### src/rtl/grr_pkg.sv
`timescale 1ns / 1ps
// Shared types, constants and the 5x5 font for the glyph-to-rect rasteriser.
// Used by grr_front, grr_queue, grr_back and glyph_to_rect_rasterizer.
package grr_pkg;

  localparam int GLYPH_CELLS  = 5;
  localparam int CELL_COUNT   = GLYPH_CELLS * GLYPH_CELLS;
  localparam int FONT_ENTRIES = 42;
  localparam int DIGIT_BASE   = 27;
  localparam int MARK_BASE    = 37;

  localparam int START_BITS  = 12;
  localparam int CODE_BITS   = 8;
  localparam int COLOR_BITS  = 16;
  localparam int SCALE_BITS  = 4;
  localparam int PANEL_BITS  = 10;
  localparam int OFFSET_BITS = 8;
  localparam int WIN_BITS    = 11;
  localparam int COUNT_BITS  = 8;
  localparam int INDEX_BITS  = 6;

  localparam int ADDR_BITS = 4;
  localparam int DATA_BITS = 32;

  localparam logic [COLOR_BITS-1:0] TRANSPARENT = 16'hFFFF;

  localparam logic [PANEL_BITS-1:0]  PANEL_WIDTH_RESET  = 10'd320;
  localparam logic [PANEL_BITS-1:0]  PANEL_HEIGHT_RESET = 10'd170;
  localparam logic [OFFSET_BITS-1:0] X_OFFSET_RESET     = 8'd0;
  localparam logic [OFFSET_BITS-1:0] Y_OFFSET_RESET     = 8'd35;

  // Register map, word index into the configuration space
  typedef enum logic [1:0] {
    REG_PANEL_WIDTH,
    REG_PANEL_HEIGHT,
    REG_X_OFFSET,
    REG_Y_OFFSET
  } reg_index_t;

  // Clipped extent of one glyph column or row
  typedef struct packed {
    logic [PANEL_BITS-1:0] lo;
    logic [PANEL_BITS-1:0] hi;
    logic [SCALE_BITS-1:0] len;
  } span_t;

  // One classified character; cell bits are column-major (col*5 + row)
  typedef struct packed {
    logic [CELL_COUNT-1:0]   mask;
    logic [CELL_COUNT-1:0]   glyph;
    span_t [GLYPH_CELLS-1:0] cols;
    span_t [GLYPH_CELLS-1:0] rows;
    logic [COLOR_BITS-1:0]   fg;
    logic [COLOR_BITS-1:0]   bg;
  } entry_t;

  // Font rows, bit 4 is the leftmost column
  localparam logic [GLYPH_CELLS-1:0] FONT [FONT_ENTRIES][GLYPH_CELLS] = '{
    '{5'h00,5'h00,5'h00,5'h00,5'h00},
    '{5'h0E,5'h11,5'h1F,5'h11,5'h11}, '{5'h1E,5'h11,5'h1E,5'h11,5'h1E},
    '{5'h0F,5'h10,5'h10,5'h10,5'h0F}, '{5'h1E,5'h11,5'h11,5'h11,5'h1E},
    '{5'h1F,5'h10,5'h1E,5'h10,5'h1F}, '{5'h1F,5'h10,5'h1E,5'h10,5'h10},
    '{5'h0F,5'h10,5'h17,5'h11,5'h0F}, '{5'h11,5'h11,5'h1F,5'h11,5'h11},
    '{5'h1F,5'h04,5'h04,5'h04,5'h1F}, '{5'h07,5'h02,5'h02,5'h12,5'h0C},
    '{5'h11,5'h12,5'h1C,5'h12,5'h11}, '{5'h10,5'h10,5'h10,5'h10,5'h1F},
    '{5'h11,5'h1B,5'h15,5'h11,5'h11}, '{5'h11,5'h19,5'h15,5'h13,5'h11},
    '{5'h0E,5'h11,5'h11,5'h11,5'h0E}, '{5'h1E,5'h11,5'h1E,5'h10,5'h10},
    '{5'h0E,5'h11,5'h11,5'h15,5'h0E}, '{5'h1E,5'h11,5'h1E,5'h12,5'h11},
    '{5'h0F,5'h10,5'h0E,5'h01,5'h1E}, '{5'h1F,5'h04,5'h04,5'h04,5'h04},
    '{5'h11,5'h11,5'h11,5'h11,5'h0E}, '{5'h11,5'h11,5'h11,5'h0A,5'h04},
    '{5'h11,5'h11,5'h15,5'h1B,5'h11}, '{5'h11,5'h0A,5'h04,5'h0A,5'h11},
    '{5'h11,5'h0A,5'h04,5'h04,5'h04}, '{5'h1F,5'h02,5'h04,5'h08,5'h1F},
    '{5'h0E,5'h11,5'h11,5'h11,5'h0E}, '{5'h04,5'h0C,5'h04,5'h04,5'h0E},
    '{5'h0E,5'h11,5'h02,5'h04,5'h1F}, '{5'h1E,5'h01,5'h06,5'h01,5'h1E},
    '{5'h12,5'h12,5'h1F,5'h02,5'h02}, '{5'h1F,5'h10,5'h1E,5'h01,5'h1E},
    '{5'h07,5'h08,5'h1E,5'h11,5'h0E}, '{5'h1F,5'h01,5'h02,5'h04,5'h04},
    '{5'h0E,5'h11,5'h0E,5'h11,5'h0E}, '{5'h0E,5'h11,5'h0F,5'h01,5'h0E},
    '{5'h00,5'h04,5'h00,5'h04,5'h00}, '{5'h00,5'h00,5'h1F,5'h00,5'h00},
    '{5'h00,5'h00,5'h00,5'h06,5'h06}, '{5'h01,5'h02,5'h04,5'h08,5'h10},
    '{5'h00,5'h0E,5'h00,5'h0E,5'h00}
  };

  // Map a character code to its font entry; unknown codes draw blank
  function automatic logic [INDEX_BITS-1:0] glyph_index(input logic [CODE_BITS-1:0] code);
    logic [INDEX_BITS-1:0] idx;
    idx = '0;
    if (code >= 8'h41 && code <= 8'h5A) begin
      idx = INDEX_BITS'(code - 8'h40);
    end else if (code >= 8'h30 && code <= 8'h39) begin
      idx = INDEX_BITS'(code - 8'h30) + INDEX_BITS'(DIGIT_BASE);
    end else begin
      unique case (code)
        8'h3A:   idx = INDEX_BITS'(MARK_BASE);
        8'h2D:   idx = INDEX_BITS'(MARK_BASE + 1);
        8'h2E:   idx = INDEX_BITS'(MARK_BASE + 2);
        8'h2F:   idx = INDEX_BITS'(MARK_BASE + 3);
        8'h3D:   idx = INDEX_BITS'(MARK_BASE + 4);
        default: idx = '0;
      endcase
    end
    return idx;
  endfunction

  // Glyph cells of a code, column-major
  function automatic logic [CELL_COUNT-1:0] glyph_bits(input logic [CODE_BITS-1:0] code);
    logic [INDEX_BITS-1:0] idx;
    logic [CELL_COUNT-1:0] bits;
    idx  = glyph_index(code);
    bits = '0;
    for (int c = 0; c < GLYPH_CELLS; c++) begin
      for (int r = 0; r < GLYPH_CELLS; r++) begin
        if (idx < INDEX_BITS'(FONT_ENTRIES)) begin
          bits[c*GLYPH_CELLS + r] = FONT[idx][r][GLYPH_CELLS-1-c];
        end
      end
    end
    return bits;
  endfunction

endpackage

### src/rtl/glyph_to_rect_rasterizer.sv
`timescale 1ns / 1ps
// Glyph-to-rect rasteriser top level: configuration registers and the
// front end, queue and back end. Depends on grr_pkg, grr_front, grr_queue, grr_back.
//
// Each accepted word is one character, drawn from a built-in 5x5 font as up to
// 25 clipped squares (column by column, top to bottom), each a panel address
// window with offsets, a fill colour and a pixel count; last_rect marks the
// final square of a character. The front end takes one word per cycle while
// item_stall is low, updates the pen (advance 6*scale, saturating) and clips
// the glyph grid; the back end sends one square per cycle from the single
// result register while rect_stall is low, and a character with nothing to
// draw sends no square. A queue of QUEUE_DEPTH characters sits between the
// two ends. Registers: panel_width at 0x0, panel_height at 0x4,
// window_x_offset at 0x8, window_y_offset at 0xC; write them only while the
// block is idle.
module glyph_to_rect_rasterizer #(
  parameter int COORD_BITS  = 12,
  parameter int QUEUE_DEPTH = 2
) (
  input  logic                                 clk,
  input  logic                                 rst,
  input  logic                                 psel,
  input  logic                                 penable,
  input  logic                                 pwrite,
  input  logic [grr_pkg::ADDR_BITS-1:0]        paddr,
  input  logic [grr_pkg::DATA_BITS-1:0]        pwdata,
  output logic [grr_pkg::DATA_BITS-1:0]        prdata,
  output logic                                 pready,
  input  logic                                 item_valid,
  output logic                                 item_stall,
  input  logic                                 new_string,
  input  logic signed [grr_pkg::START_BITS-1:0] start_x,
  input  logic signed [grr_pkg::START_BITS-1:0] start_y,
  input  logic [grr_pkg::CODE_BITS-1:0]        char_code,
  input  logic [grr_pkg::COLOR_BITS-1:0]       fg_color,
  input  logic [grr_pkg::COLOR_BITS-1:0]       bg_color,
  input  logic [grr_pkg::SCALE_BITS-1:0]       scale,
  output logic                                 rect_valid,
  input  logic                                 rect_stall,
  output logic [grr_pkg::WIN_BITS-1:0]         win_x0,
  output logic [grr_pkg::WIN_BITS-1:0]         win_y0,
  output logic [grr_pkg::WIN_BITS-1:0]         win_x1,
  output logic [grr_pkg::WIN_BITS-1:0]         win_y1,
  output logic [grr_pkg::COLOR_BITS-1:0]       fill_color,
  output logic [grr_pkg::COUNT_BITS-1:0]       pixel_count,
  output logic                                 last_rect
);

  logic [grr_pkg::PANEL_BITS-1:0]  panel_width;
  logic [grr_pkg::PANEL_BITS-1:0]  panel_height;
  logic [grr_pkg::OFFSET_BITS-1:0] window_x_offset;
  logic [grr_pkg::OFFSET_BITS-1:0] window_y_offset;
  logic                            cfg_write;
  grr_pkg::reg_index_t             reg_sel;
  logic                            push;
  logic                            pop;
  logic                            queue_full;
  logic                            head_valid;
  grr_pkg::entry_t                 push_entry;
  grr_pkg::entry_t                 head;

  assign pready    = 1'b1;
  assign cfg_write = psel & penable & pwrite & pready;
  assign reg_sel   = grr_pkg::reg_index_t'(paddr[grr_pkg::ADDR_BITS-1:2]);

  // Configuration registers
  always_ff @(posedge clk) begin
    if (rst) begin
      panel_width     <= grr_pkg::PANEL_WIDTH_RESET;
      panel_height    <= grr_pkg::PANEL_HEIGHT_RESET;
      window_x_offset <= grr_pkg::X_OFFSET_RESET;
      window_y_offset <= grr_pkg::Y_OFFSET_RESET;
    end else if (cfg_write) begin
      unique case (reg_sel)
        grr_pkg::REG_PANEL_WIDTH:  panel_width     <= pwdata[grr_pkg::PANEL_BITS-1:0];
        grr_pkg::REG_PANEL_HEIGHT: panel_height    <= pwdata[grr_pkg::PANEL_BITS-1:0];
        grr_pkg::REG_X_OFFSET:     window_x_offset <= pwdata[grr_pkg::OFFSET_BITS-1:0];
        grr_pkg::REG_Y_OFFSET:     window_y_offset <= pwdata[grr_pkg::OFFSET_BITS-1:0];
        default: ;
      endcase
    end
  end

  // Read back
  always_comb begin
    unique case (reg_sel)
      grr_pkg::REG_PANEL_WIDTH:  prdata = grr_pkg::DATA_BITS'(panel_width);
      grr_pkg::REG_PANEL_HEIGHT: prdata = grr_pkg::DATA_BITS'(panel_height);
      grr_pkg::REG_X_OFFSET:     prdata = grr_pkg::DATA_BITS'(window_x_offset);
      grr_pkg::REG_Y_OFFSET:     prdata = grr_pkg::DATA_BITS'(window_y_offset);
      default:                   prdata = '0;
    endcase
  end

  grr_front #(
    .COORD_BITS (COORD_BITS)
  ) u_front (
    .clk          (clk),
    .rst          (rst),
    .item_valid   (item_valid),
    .item_stall   (item_stall),
    .new_string   (new_string),
    .start_x      (start_x),
    .start_y      (start_y),
    .char_code    (char_code),
    .fg_color     (fg_color),
    .bg_color     (bg_color),
    .scale        (scale),
    .panel_width  (panel_width),
    .panel_height (panel_height),
    .queue_full   (queue_full),
    .push         (push),
    .push_entry   (push_entry)
  );

  grr_queue #(
    .DEPTH (QUEUE_DEPTH)
  ) u_queue (
    .clk        (clk),
    .rst        (rst),
    .push       (push),
    .push_entry (push_entry),
    .full       (queue_full),
    .pop        (pop),
    .head_valid (head_valid),
    .head       (head)
  );

  grr_back u_back (
    .clk             (clk),
    .rst             (rst),
    .head_valid      (head_valid),
    .head            (head),
    .pop             (pop),
    .window_x_offset (window_x_offset),
    .window_y_offset (window_y_offset),
    .rect_valid      (rect_valid),
    .rect_stall      (rect_stall),
    .win_x0          (win_x0),
    .win_y0          (win_y0),
    .win_x1          (win_x1),
    .win_y1          (win_y1),
    .fill_color      (fill_color),
    .pixel_count     (pixel_count),
    .last_rect       (last_rect)
  );

endmodule

### src/rtl/grr_front.sv
`timescale 1ns / 1ps
// Front end: takes character words, keeps the pen, clips the glyph grid.
// Depends on grr_pkg; feeds grr_queue.
module grr_front #(
  parameter int COORD_BITS = 12
) (
  input  logic                                 clk,
  input  logic                                 rst,
  input  logic                                 item_valid,
  output logic                                 item_stall,
  input  logic                                 new_string,
  input  logic signed [grr_pkg::START_BITS-1:0] start_x,
  input  logic signed [grr_pkg::START_BITS-1:0] start_y,
  input  logic [grr_pkg::CODE_BITS-1:0]        char_code,
  input  logic [grr_pkg::COLOR_BITS-1:0]       fg_color,
  input  logic [grr_pkg::COLOR_BITS-1:0]       bg_color,
  input  logic [grr_pkg::SCALE_BITS-1:0]       scale,
  input  logic [grr_pkg::PANEL_BITS-1:0]       panel_width,
  input  logic [grr_pkg::PANEL_BITS-1:0]       panel_height,
  input  logic                                 queue_full,
  output logic                                 push,
  output grr_pkg::entry_t                      push_entry
);

  localparam int WIDE = grr_pkg::START_BITS + COORD_BITS;
  localparam int AW   = COORD_BITS + 1;
  localparam int XW   = COORD_BITS + 2;

  localparam logic signed [WIDE-1:0] START_MAX =
    {{(WIDE-COORD_BITS+1){1'b0}}, {(COORD_BITS-1){1'b1}}};
  localparam logic signed [WIDE-1:0] START_MIN = ~START_MAX;
  localparam logic signed [AW-1:0] PEN_MAX = {2'b00, {(COORD_BITS-1){1'b1}}};

  typedef struct packed {
    logic           vis;
    grr_pkg::span_t span;
  } clip_t;

  // Saturate a 12-bit start position into the pen range
  function automatic logic signed [COORD_BITS-1:0] sat_start(
    input logic signed [grr_pkg::START_BITS-1:0] v
  );
    logic signed [WIDE-1:0] w;
    logic signed [WIDE-1:0] s;
    w = WIDE'(v);
    if (w > START_MAX) begin
      s = START_MAX;
    end else if (w < START_MIN) begin
      s = START_MIN;
    end else begin
      s = w;
    end
    return s[COORD_BITS-1:0];
  endfunction

  // Clip one cell-wide strip [pos, pos+side) against [0, limit)
  function automatic clip_t clip(
    input logic signed [XW-1:0]           pos,
    input logic [grr_pkg::SCALE_BITS-1:0] side,
    input logic [grr_pkg::PANEL_BITS-1:0] limit
  );
    logic signed [XW-1:0] lim_s;
    logic signed [XW-1:0] lo_s;
    logic signed [XW-1:0] end_s;
    logic signed [XW-1:0] hi_s;
    logic signed [XW-1:0] len_s;
    clip_t                res;
    lim_s = XW'({1'b0, limit});
    end_s = pos + XW'({1'b0, side});
    lo_s  = (pos < 0) ? '0 : pos;
    if (end_s > lim_s) begin
      end_s = lim_s;
    end
    len_s        = end_s - lo_s;
    hi_s         = end_s - XW'(1);
    res.vis      = len_s > 0;
    res.span.lo  = lo_s[grr_pkg::PANEL_BITS-1:0];
    res.span.hi  = hi_s[grr_pkg::PANEL_BITS-1:0];
    res.span.len = len_s[grr_pkg::SCALE_BITS-1:0];
    return res;
  endfunction

  logic                                 accept;
  logic signed [COORD_BITS-1:0]         pen_col;
  logic signed [COORD_BITS-1:0]         pen_row;
  logic signed [COORD_BITS-1:0]         pen_col_next;
  logic signed [COORD_BITS-1:0]         cur_col;
  logic signed [COORD_BITS-1:0]         cur_row;
  logic                                 stage_valid;
  logic                                 stage_valid_next;
  logic signed [COORD_BITS-1:0]         stage_col;
  logic signed [COORD_BITS-1:0]         stage_row;
  logic [grr_pkg::CODE_BITS-1:0]        stage_code;
  logic [grr_pkg::COLOR_BITS-1:0]       stage_fg;
  logic [grr_pkg::COLOR_BITS-1:0]       stage_bg;
  logic [grr_pkg::SCALE_BITS-1:0]       stage_scale;

  assign item_stall = stage_valid & queue_full;
  assign accept     = item_valid & ~item_stall;
  assign push       = stage_valid & ~queue_full;

  // Resolve the pen for this word and work out the advanced pen
  always_comb begin
    logic signed [AW-1:0] adv;
    logic [6:0]           step;
    cur_col = new_string ? sat_start(start_x) : pen_col;
    cur_row = new_string ? sat_start(start_y) : pen_row;
    step    = {1'b0, scale, 2'b00} + {2'b00, scale, 1'b0};
    adv     = AW'(cur_col) + AW'({1'b0, step});
    pen_col_next = (adv > PEN_MAX) ? PEN_MAX[COORD_BITS-1:0] : adv[COORD_BITS-1:0];
  end

  always_comb begin
    stage_valid_next = stage_valid;
    if (accept) begin
      stage_valid_next = 1'b1;
    end else if (push) begin
      stage_valid_next = 1'b0;
    end
  end

  // Hold the pen and the staged word
  always_ff @(posedge clk) begin
    if (rst) begin
      stage_valid <= 1'b0;
      pen_col     <= '0;
      pen_row     <= '0;
    end else begin
      stage_valid <= stage_valid_next;
      if (accept) begin
        pen_col <= pen_col_next;
        pen_row <= cur_row;
      end
    end
  end

  always_ff @(posedge clk) begin
    if (accept) begin
      stage_col   <= cur_col;
      stage_row   <= cur_row;
      stage_code  <= char_code;
      stage_fg    <= fg_color;
      stage_bg    <= bg_color;
      stage_scale <= scale;
    end
  end

  // Classify: clip each column and row, then build the emit mask
  always_comb begin
    logic signed [XW-1:0]              pos;
    clip_t [grr_pkg::GLYPH_CELLS-1:0]  cclip;
    clip_t [grr_pkg::GLYPH_CELLS-1:0]  rclip;
    logic [grr_pkg::CELL_COUNT-1:0]    bits;
    logic                              opaque;
    for (int i = 0; i < grr_pkg::GLYPH_CELLS; i++) begin
      pos      = XW'(stage_col) + XW'(stage_scale) * XW'(i);
      cclip[i] = clip(pos, stage_scale, panel_width);
      pos      = XW'(stage_row) + XW'(stage_scale) * XW'(i);
      rclip[i] = clip(pos, stage_scale, panel_height);
    end
    bits   = grr_pkg::glyph_bits(stage_code);
    opaque = stage_bg != grr_pkg::TRANSPARENT;
    push_entry.glyph = bits;
    push_entry.fg    = stage_fg;
    push_entry.bg    = stage_bg;
    for (int c = 0; c < grr_pkg::GLYPH_CELLS; c++) begin
      push_entry.cols[c] = cclip[c].span;
      push_entry.rows[c] = rclip[c].span;
      for (int r = 0; r < grr_pkg::GLYPH_CELLS; r++) begin
        push_entry.mask[c*grr_pkg::GLYPH_CELLS + r] =
          (bits[c*grr_pkg::GLYPH_CELLS + r] | opaque) & cclip[c].vis & rclip[r].vis;
      end
    end
  end

  a_zero_scale_empty: assert property (@(posedge clk) disable iff (rst)
    (stage_valid && stage_scale == '0) |-> (push_entry.mask == '0))
    else $error("zero-scale character produced squares");

  a_pen_row_held: assert property (@(posedge clk) disable iff (rst)
    ($past(accept) && !$past(new_string)) |-> (pen_row == $past(pen_row)))
    else $error("pen row moved without a new string");

endmodule

### src/rtl/grr_queue.sv
`timescale 1ns / 1ps
// Short register queue between the front and back ends.
// Depends on grr_pkg for the entry type.
module grr_queue #(
  parameter int DEPTH = 2
) (
  input  logic            clk,
  input  logic            rst,
  input  logic            push,
  input  grr_pkg::entry_t push_entry,
  output logic            full,
  input  logic            pop,
  output logic            head_valid,
  output grr_pkg::entry_t head
);

  localparam int PW = (DEPTH > 1) ? $clog2(DEPTH) : 1;
  localparam int CW = $clog2(DEPTH + 1);

  grr_pkg::entry_t entries [DEPTH];
  logic [PW-1:0]   wr_ptr;
  logic [PW-1:0]   rd_ptr;
  logic [CW-1:0]   count;

  assign full       = count == CW'(DEPTH);
  assign head_valid = count != '0;
  assign head       = entries[rd_ptr];

  // Advance the pointers and the fill count
  always_ff @(posedge clk) begin
    if (rst) begin
      wr_ptr <= '0;
      rd_ptr <= '0;
      count  <= '0;
    end else begin
      if (push) begin
        wr_ptr <= (wr_ptr == PW'(DEPTH - 1)) ? '0 : wr_ptr + PW'(1);
      end
      if (pop) begin
        rd_ptr <= (rd_ptr == PW'(DEPTH - 1)) ? '0 : rd_ptr + PW'(1);
      end
      if (push && !pop) begin
        count <= count + CW'(1);
      end else if (pop && !push) begin
        count <= count - CW'(1);
      end
    end
  end

  always_ff @(posedge clk) begin
    if (push) begin
      entries[wr_ptr] <= push_entry;
    end
  end

  a_no_overflow: assert property (@(posedge clk) disable iff (rst)
    push |-> (!full || pop))
    else $error("queue written while full");

  a_no_underflow: assert property (@(posedge clk) disable iff (rst)
    pop |-> head_valid)
    else $error("queue read while empty");

endmodule

### src/rtl/grr_back.sv
`timescale 1ns / 1ps
// Back end: walks the emit mask of one character, one square per cycle while rect_stall is low.
// Depends on grr_pkg; reads grr_queue, drives the result register.
module grr_back (
  input  logic                            clk,
  input  logic                            rst,
  input  logic                            head_valid,
  input  grr_pkg::entry_t                 head,
  output logic                            pop,
  input  logic [grr_pkg::OFFSET_BITS-1:0] window_x_offset,
  input  logic [grr_pkg::OFFSET_BITS-1:0] window_y_offset,
  output logic                            rect_valid,
  input  logic                            rect_stall,
  output logic [grr_pkg::WIN_BITS-1:0]    win_x0,
  output logic [grr_pkg::WIN_BITS-1:0]    win_y0,
  output logic [grr_pkg::WIN_BITS-1:0]    win_x1,
  output logic [grr_pkg::WIN_BITS-1:0]    win_y1,
  output logic [grr_pkg::COLOR_BITS-1:0]  fill_color,
  output logic [grr_pkg::COUNT_BITS-1:0]  pixel_count,
  output logic                            last_rect
);

  grr_pkg::entry_t                work;
  logic [grr_pkg::CELL_COUNT-1:0] rem;
  logic [grr_pkg::CELL_COUNT-1:0] pick;
  logic                           busy;
  logic                           advance;
  logic                           cell_last;
  logic                           rect_valid_next;
  grr_pkg::span_t                 sel_x;
  grr_pkg::span_t                 sel_y;

  // Lowest remaining cell, which is the next in column-major order
  assign pick      = rem & (~rem + grr_pkg::CELL_COUNT'(1));
  assign busy      = rem != '0;
  assign cell_last = (rem & ~pick) == '0;
  assign advance   = busy & (~rect_valid | ~rect_stall);
  assign pop       = head_valid & (~busy | (advance & cell_last));

  // Select the column and row spans of the picked cell
  always_comb begin
    logic [grr_pkg::GLYPH_CELLS-1:0] col_hit;
    logic [grr_pkg::GLYPH_CELLS-1:0] row_hit;
    row_hit = '0;
    sel_x   = '0;
    sel_y   = '0;
    for (int c = 0; c < grr_pkg::GLYPH_CELLS; c++) begin
      col_hit[c] = |pick[c*grr_pkg::GLYPH_CELLS +: grr_pkg::GLYPH_CELLS];
      row_hit    = row_hit | pick[c*grr_pkg::GLYPH_CELLS +: grr_pkg::GLYPH_CELLS];
    end
    for (int i = 0; i < grr_pkg::GLYPH_CELLS; i++) begin
      sel_x = sel_x | (work.cols[i] & {$bits(grr_pkg::span_t){col_hit[i]}});
      sel_y = sel_y | (work.rows[i] & {$bits(grr_pkg::span_t){row_hit[i]}});
    end
  end

  always_comb begin
    rect_valid_next = rect_valid & rect_stall;
    if (advance) begin
      rect_valid_next = 1'b1;
    end
  end

  // Load a new character or drop the cell just sent
  always_ff @(posedge clk) begin
    if (rst) begin
      rem        <= '0;
      rect_valid <= 1'b0;
    end else begin
      rect_valid <= rect_valid_next;
      if (pop) begin
        rem <= head.mask;
      end else if (advance) begin
        rem <= rem & ~pick;
      end
    end
  end

  always_ff @(posedge clk) begin
    if (pop) begin
      work <= head;
    end
  end

  // Result register
  always_ff @(posedge clk) begin
    if (advance) begin
      win_x0      <= grr_pkg::WIN_BITS'(sel_x.lo) + grr_pkg::WIN_BITS'(window_x_offset);
      win_x1      <= grr_pkg::WIN_BITS'(sel_x.hi) + grr_pkg::WIN_BITS'(window_x_offset);
      win_y0      <= grr_pkg::WIN_BITS'(sel_y.lo) + grr_pkg::WIN_BITS'(window_y_offset);
      win_y1      <= grr_pkg::WIN_BITS'(sel_y.hi) + grr_pkg::WIN_BITS'(window_y_offset);
      fill_color  <= ((pick & work.glyph) != '0) ? work.fg : work.bg;
      pixel_count <= grr_pkg::COUNT_BITS'(sel_x.len) * grr_pkg::COUNT_BITS'(sel_y.len);
      last_rect   <= cell_last;
    end
  end

  a_last_marked: assert property (@(posedge clk) disable iff (rst)
    (advance && cell_last) |=> (rect_valid && last_rect))
    else $error("final square of a character not marked last");

  a_nonempty_square: assert property (@(posedge clk) disable iff (rst)
    rect_valid |-> (pixel_count != '0))
    else $error("empty square sent");

endmodule
### config.mk
export PLATFORM = sky130hd
export DESIGN_NAME = glyph_to_rect_rasterizer
export DESIGN_NICKNAME = d
export VERILOG_FILES = /design/src/rtl/grr_pkg.sv /design/src/rtl/glyph_to_rect_rasterizer.sv /design/src/rtl/grr_front.sv /design/src/rtl/grr_queue.sv /design/src/rtl/grr_back.sv
export SDC_FILE = /design/constraint.sdc
export NUM_CORES = 2
export LEC_CHECK = 0
export BUFFER_PORTS_ARGS = -buffer_cell sky130_fd_sc_hd__clkbuf_2
export CORE_UTILIZATION = 52
export DETAILED_ROUTE_END_ITERATION = 8
export PLACE_DENSITY = 0.71
export SKIP_LAST_GASP = 1
export SYNTH_ARGS = -nofsm -noshare
export SYNTH_HDL_FRONTEND = slang
export SYNTH_SLANG_ARGS = --single-unit
export TNS_END_PERCENT = 10
### constraint.sdc
create_clock -name clk -period 15.7 [get_ports clk]
set_input_delay 2.355 -clock clk [delete_from_list [all_inputs] [get_ports clk]]
set_output_delay 2.355 -clock clk [all_outputs]
set_load 0.05 [all_outputs]
======== Yosys cells after proc, flatten, opt, wreduce, memory -nomap -nowiden ========
Memory sizes are Yosys's and may differ from the RTL's. A register that Yosys moved wholly into a read port is not among the register bits.
Cells that the tools add are included.
storage, ports and cells
  ROM bits ................................ 1600
  output and inout bits ................... 104
  register bits ........................... 525
  word-level logic and storage cells ...... 377
  bits in writable memories ............... 644
  input bits .............................. 112
  memories kept ........................... 2
memories
  name              words  bits a word  rd ports  clocked after Yosys merged registers in  wr ports  RTL line         RTL
  (name not given)  64     25           1         0                                        0         grr_pkg.sv:113   bits[c*GLYPH_CELLS + r] = FONT[idx][r][GLYPH_CELLS-1-c];
  u_queue.entries   2      322          1         1                                        1         grr_queue.sv:20  grr_pkg::entry_t entries [DEPTH];
operators by class
  magnitude comparators ................... 41
  $mul .................................... 2
  equal/unequal tests ..................... 10
  muxes and demuxes ....................... 72
  bitwise gates (word level) .............. 119
  reduce and logical (&&, ||, !) cells .... 23
  add/subtract/negate cells ............... 50
operator list
  kind                     number
  $mux W14                 20
  $and A24 B24 Y24         10
  $or A24 B24 Y24          8
  $gt A14 B1 Y1 const B    10
  $sub A14 B14 Y14         10
  $pmux W32 S4             1
  $add A14 B4 Y14          8
  $gt A14 B11 Y1           8
  $lt A13 B1 Y1 const B    8
  $mux W25                 4
  $sub A10 B2 Y10 const B  10
  $mux W12                 7
  $and A25 B25 Y25         3
  $and A1 B1 Y1            59
  $add A12 B7 Y13          4
  $not A25 Y25             2
  $reduce_bool A25 Y1      2
  $add A10 B8 Y11          4
  $eq A8 B6 Y1 const B     5
  $mux W1                  34
  $pmux W6 S5              1
  $or A1 B1 Y1             27
  $add A12 B5 Y13          2
  $add A12 B6 Y13          2
  38 further kinds         68

======== Depth between registers and ports, before layout ========
  word-level depth ........................ 13
  mapped depth ............................ 39
  mapped depth without buffers ............ 37

======== Hierarchy ========
Synthesis repeated with hierarchy kept, for this count alone.
second synthesis, totals
  cells, all modules ...................... 5425
  area total of the unflattened synthesis .. 64714.6 um^2
by module, submodules not included
  module                    cells an instance  seq. area each (um^2)  times used  area an instance (um^2)
  grr_queue                 1024               19438.6                1           23696.5
  grr_front                 3081               2542.4                 1           22490.3
  grr_back                  1131               11511.0                1           16662.2
  glyph_to_rect_rasterizer  189                720.7                  1           1865.5

======== Worst setup path after synthesis ========
Ideal clock, no wire load.
  kind .................................... reg-to-reg
  from .................................... register u_queue.count[0]
  to ...................................... memory u_queue.entries[0][0] (netlist name), enable pin
  required time ........................... 14689 ps
  period minus slack after synthesis ...... 15009 ps
  stages on the path, launching flop included .. 4
  arrival ................................. 13997 ps
  library setup time ...................... 1011 ps
  buffers on the path ..................... 0
  slack ................................... 691 ps
  cells stage by stage .................... dfxtp_1 > nand2b_1 > nand2_1 > nor2_1
on the way
  cells in the longest elaborated chain, start to end .. 5
RTL lines
  item                           RTL line          RTL
  from (decl)                    grr_queue.sv:23   logic [CW-1:0] count;
  from (signal assigned)         grr_queue.sv:43   count <= count + CW'(1);
  from (signal assigned)         grr_queue.sv:45   count <= count - CW'(1);
  $eq A2 B2 Y1                   grr_queue.sv:25   assign full = count == CW'(DEPTH);
  $not A1 Y1                     grr_front.sv:100  assign push = stage_valid & ~queue_full;
  $and A1 B1 Y1                  grr_front.sv:100
  $mux W1                        grr_queue.sv:51   if (push) begin
  $mux W1 (implied by the code)  grr_queue.sv:52   entries[wr_ptr] <= push_entry;
  to (decl)                      grr_queue.sv:20
Every way passes these cells.

==> results.toml <==
[routing]
first_iter_violations = 5062
drc = 0
vias = 43300
wl_per_cell_um = 25.2
dr.pass1.iters = 8
postRouteAntennaNets = 0
drt_wl_total_um = 181000
routed_via_density = 6.03

[critical_path]
worst-endpoint-required_ns = 16.19
critical-path-top-delay-family = "compound AO/OA/AOI/OAI gates"
critPathLaunchType = "register"
cp_data_arrival_time_ns = 10.38
critPathSlowestCell = "edfxtp_1"
critPathMaxStageDelay_ns = 1.08
path_max_fanout = 29
end_kind = "register"
crit_type = "register to register"
path_common_cell = "ha_1"
critPathBufInv = 3

[placed_design]
dp_hpwl_um = 133000
io_buffers = 168
placed_area_sq_um = 65900
gp_congestion = 1.00
pre_cts_slack_ns = 5.95

[timing]
worst_slack_ns = 5.81
setup_viol = 0
fin_crit_sh_pct = 63.0
slew_headroom_pct = 24.5
setup-tns-final_ns = 0
finalCriticalPeriod_ns = 9.89
rsz0062_at_grt = "no"
timing.fmax_ghz = 0.101
skew_ns = 0.0566
maxSlewViolCount = 0
finalHoldViolCount = 0
tightest_slew_ns = 1.12

[grt]
grt_usage_pct = 29.2
grt_max_degree = 164
grt_pass1_wl_um = 266000
antenna_found_initial = 11
first_global_vias = 41000
overflow = 0

[cts]
clock_path_buffers = 3
cts_resized = 0
cts_tree = "built"
cts_num_sinks = 1170
htree_levels = 3
clk_pin_slew_ns = 0.06
hold_buffers = 0
clockRootBuffer = "clkbuf_16"
clock_latency_ns = 0.73
post_cts_buffers = 0
cts_buffers = 115

[yosys]
syn_area_sq_um = 63200
netlist_instances = 5319
yosysWarnings = 0
synth_cell_types = 109
synth-seq-cells = 1170
yosysSeqAreaShare_pct = 54.1
synth-edff-count = 1078
synthArstFlopShare_pct = 0
ys.flop_type = "edfxtp_1"
syn_avg_cell_area_sq_um = 11.9

[finish]
nets = 5970
drive_gt1_share_pct = 16.0
synthToLayoutAreaGrowth_pct = 10.3
fin_area_sq_um = 69700
final_core_util_pct = 58.0

[job]
drv_cap = 0

[power_and_ir_drop]
ir_drop_mv = 0.219
p_leak_uw = 0.0266
power.density_nw_per_um2 = 192

[die]
die_area_sq_um = 123000
core_sq_um = 120000
die_h_um = 351
pin_count = 216
fp-row-count = 127
die_x_um = 351
start_util_pct = 52.5

[outcome]
outcome = "completed"

[hold_path]
min_path_type = "register to register"
power by group:
group / internal (uW) / switching (uW)
Combinational: 1900 / 3810
Clock: 1570 / 1200
Sequential: 4620 / 287
Total: 8090 / 5290
cells in the final DEF, fill, tap and decap left out, types with 20 or more instances in the layout:
| cell | instances |
|---|---|
| clkbuf_16 | 116 |
| nor4_1 | 22 |
| or2_2 | 42 |
| ha_1 | 348 |
| clkbuf_2 | 167 |
| fa_1 | 35 |
| o21ai_0 | 198 |
| clkinv_1 | 26 |
| conb_1 | 23 |
| nor3_1 | 106 |
| xor2_1 | 93 |
| a21o_1 | 79 |
| or3_1 | 24 |
| edfxtp_1 | 1078 |
| nand2b_1 | 55 |
| o31ai_1 | 24 |
| nand3_1 | 101 |
| nor2_1 | 399 |
| o21a_1 | 74 |
| nand4_1 | 36 |
| mux2_2 | 369 |
| nand2_1 | 399 |
| and3_1 | 23 |
| nor2b_1 | 60 |
| dfxtp_1 | 91 |
| clkbuf_1 | 21 |
| a222oi_1 | 49 |
| mux2i_1 | 120 |
| buf_4 | 73 |
| inv_1 | 353 |
| a21oi_1 | 244 |
| a211oi_1 | 25 |
| o21bai_1 | 34 |
| a21boi_0 | 20 |
| and2_1 | 26 |
| xnor2_1 | 236 |
synth_stat cells (all sizes together), types with 49 or more instances:
cell	instances	area share [%]
o21a	74	0.88
clkbuf	158	0.94
mux2i	120	1.9
nand3	101	0.80
nand2	401	2.4
nor3	108	0.86
buf	67	0.62
nor2	400	2.4
xor2	94	1.3
mux2	369	6.6
xnor2	236	3.3
nor2b	61	0.60
dfxtp	92	2.9
edfxtp	1078	51
inv	355	2.1
a222oi	49	0.78
o21ai	216	1.7
nand2b	58	0.60
a21oi	251	2.0
a21o	80	0.95
ha	348	6.9
final timing paths:
| path | startpoint | endpoint | slack (ns) | depth (start not counted) |
|---|---|---|---|---|
| worst min register to register | u_front.stage_fg[1] | u_queue.entries[1][17] | 0.44 | 0 |
| worst max register to register | u_front.stage_scale[1] | u_queue.entries[0][315] | 5.81 | 35 |
| worst min-delay path | u_front.stage_fg[1] | u_queue.entries[1][17] | 0.44 | 0 |
| worst max-delay path | u_front.stage_scale[1] | u_queue.entries[0][315] | 5.81 | 35 |
final cells by class:
class / count / area (sq um)
Inverter: 355 / 1340
Clock inverter: 69 / 737
Timing Repair Buffer: 243 / 1440
Sequential cell: 1170 / 34200
Tap cell: 1612 / 2020
Clock buffer: 143 / 3060
Multi-Input combinational cell: 3590 / 26900
Fill cell: 9742 / 50600
Antenna cell: 6 / 15.0
layer usage:
| layer | global-route usage (%) | vias up | share of wire (%) |
|---|---|---|---|
| met5 | 0 | - | 0.034 |
| met4 | 8.94 | 10 | 2.9 |
| met3 | 5.82 | 269 | 9.7 |
| met2 | 42.8 | 1892 | 43 |
| met1 | 43.5 | 21300 | 45 |
| li1 | - | 19900 | - |
stage by stage:
step           std cells  hold WS (ns)  power, uW
2_1_floorplan       5340         0.421       8910
3_3_place_gp        6970         0.424      10500
3_5_place_dp        6970         0.433      10600
4_1_cts             7182         0.442      13400
5_1_grt             7182         0.454      14000
6_report            7188         0.440      13400
worst reg2reg max path: cells and delay by family, from the launching register on:
family                   cells  cell delay [ns]
XOR/XNOR                     2             0.58
AO/OA/AOI/OAI               16             3.47
flip-flops                   1             1.08
buffers and inverters        3             0.57
AND/OR/NAND/NOR              7             1.48
adder cells (fa/ha/maj)      7             2.46
cell families after synthesis:
kind of cell / synth area share [%]
compound gates: 10.4
xor+xnor: 4.62
fa+ha+maj: 8.11
buf+inv: 3.67
flops: 54.1
mux: 8.76
other cells: 0.0119
simple gates: 10.3
state kept, by name, indices dropped and copies added (netlist names), 12 cells and up, named ones only:
name               cells
u_back.work          297
u_front.stage_bg      16
u_front.stage_row     12
u_front.pen_col       12
u_front.stage_col     12
u_back.rem            25
u_queue.entries      644
u_front.pen_row       12
u_front.stage_fg      16
u_back.fill_color     16
No activity file was read; power rests on OpenSTA's default activity.
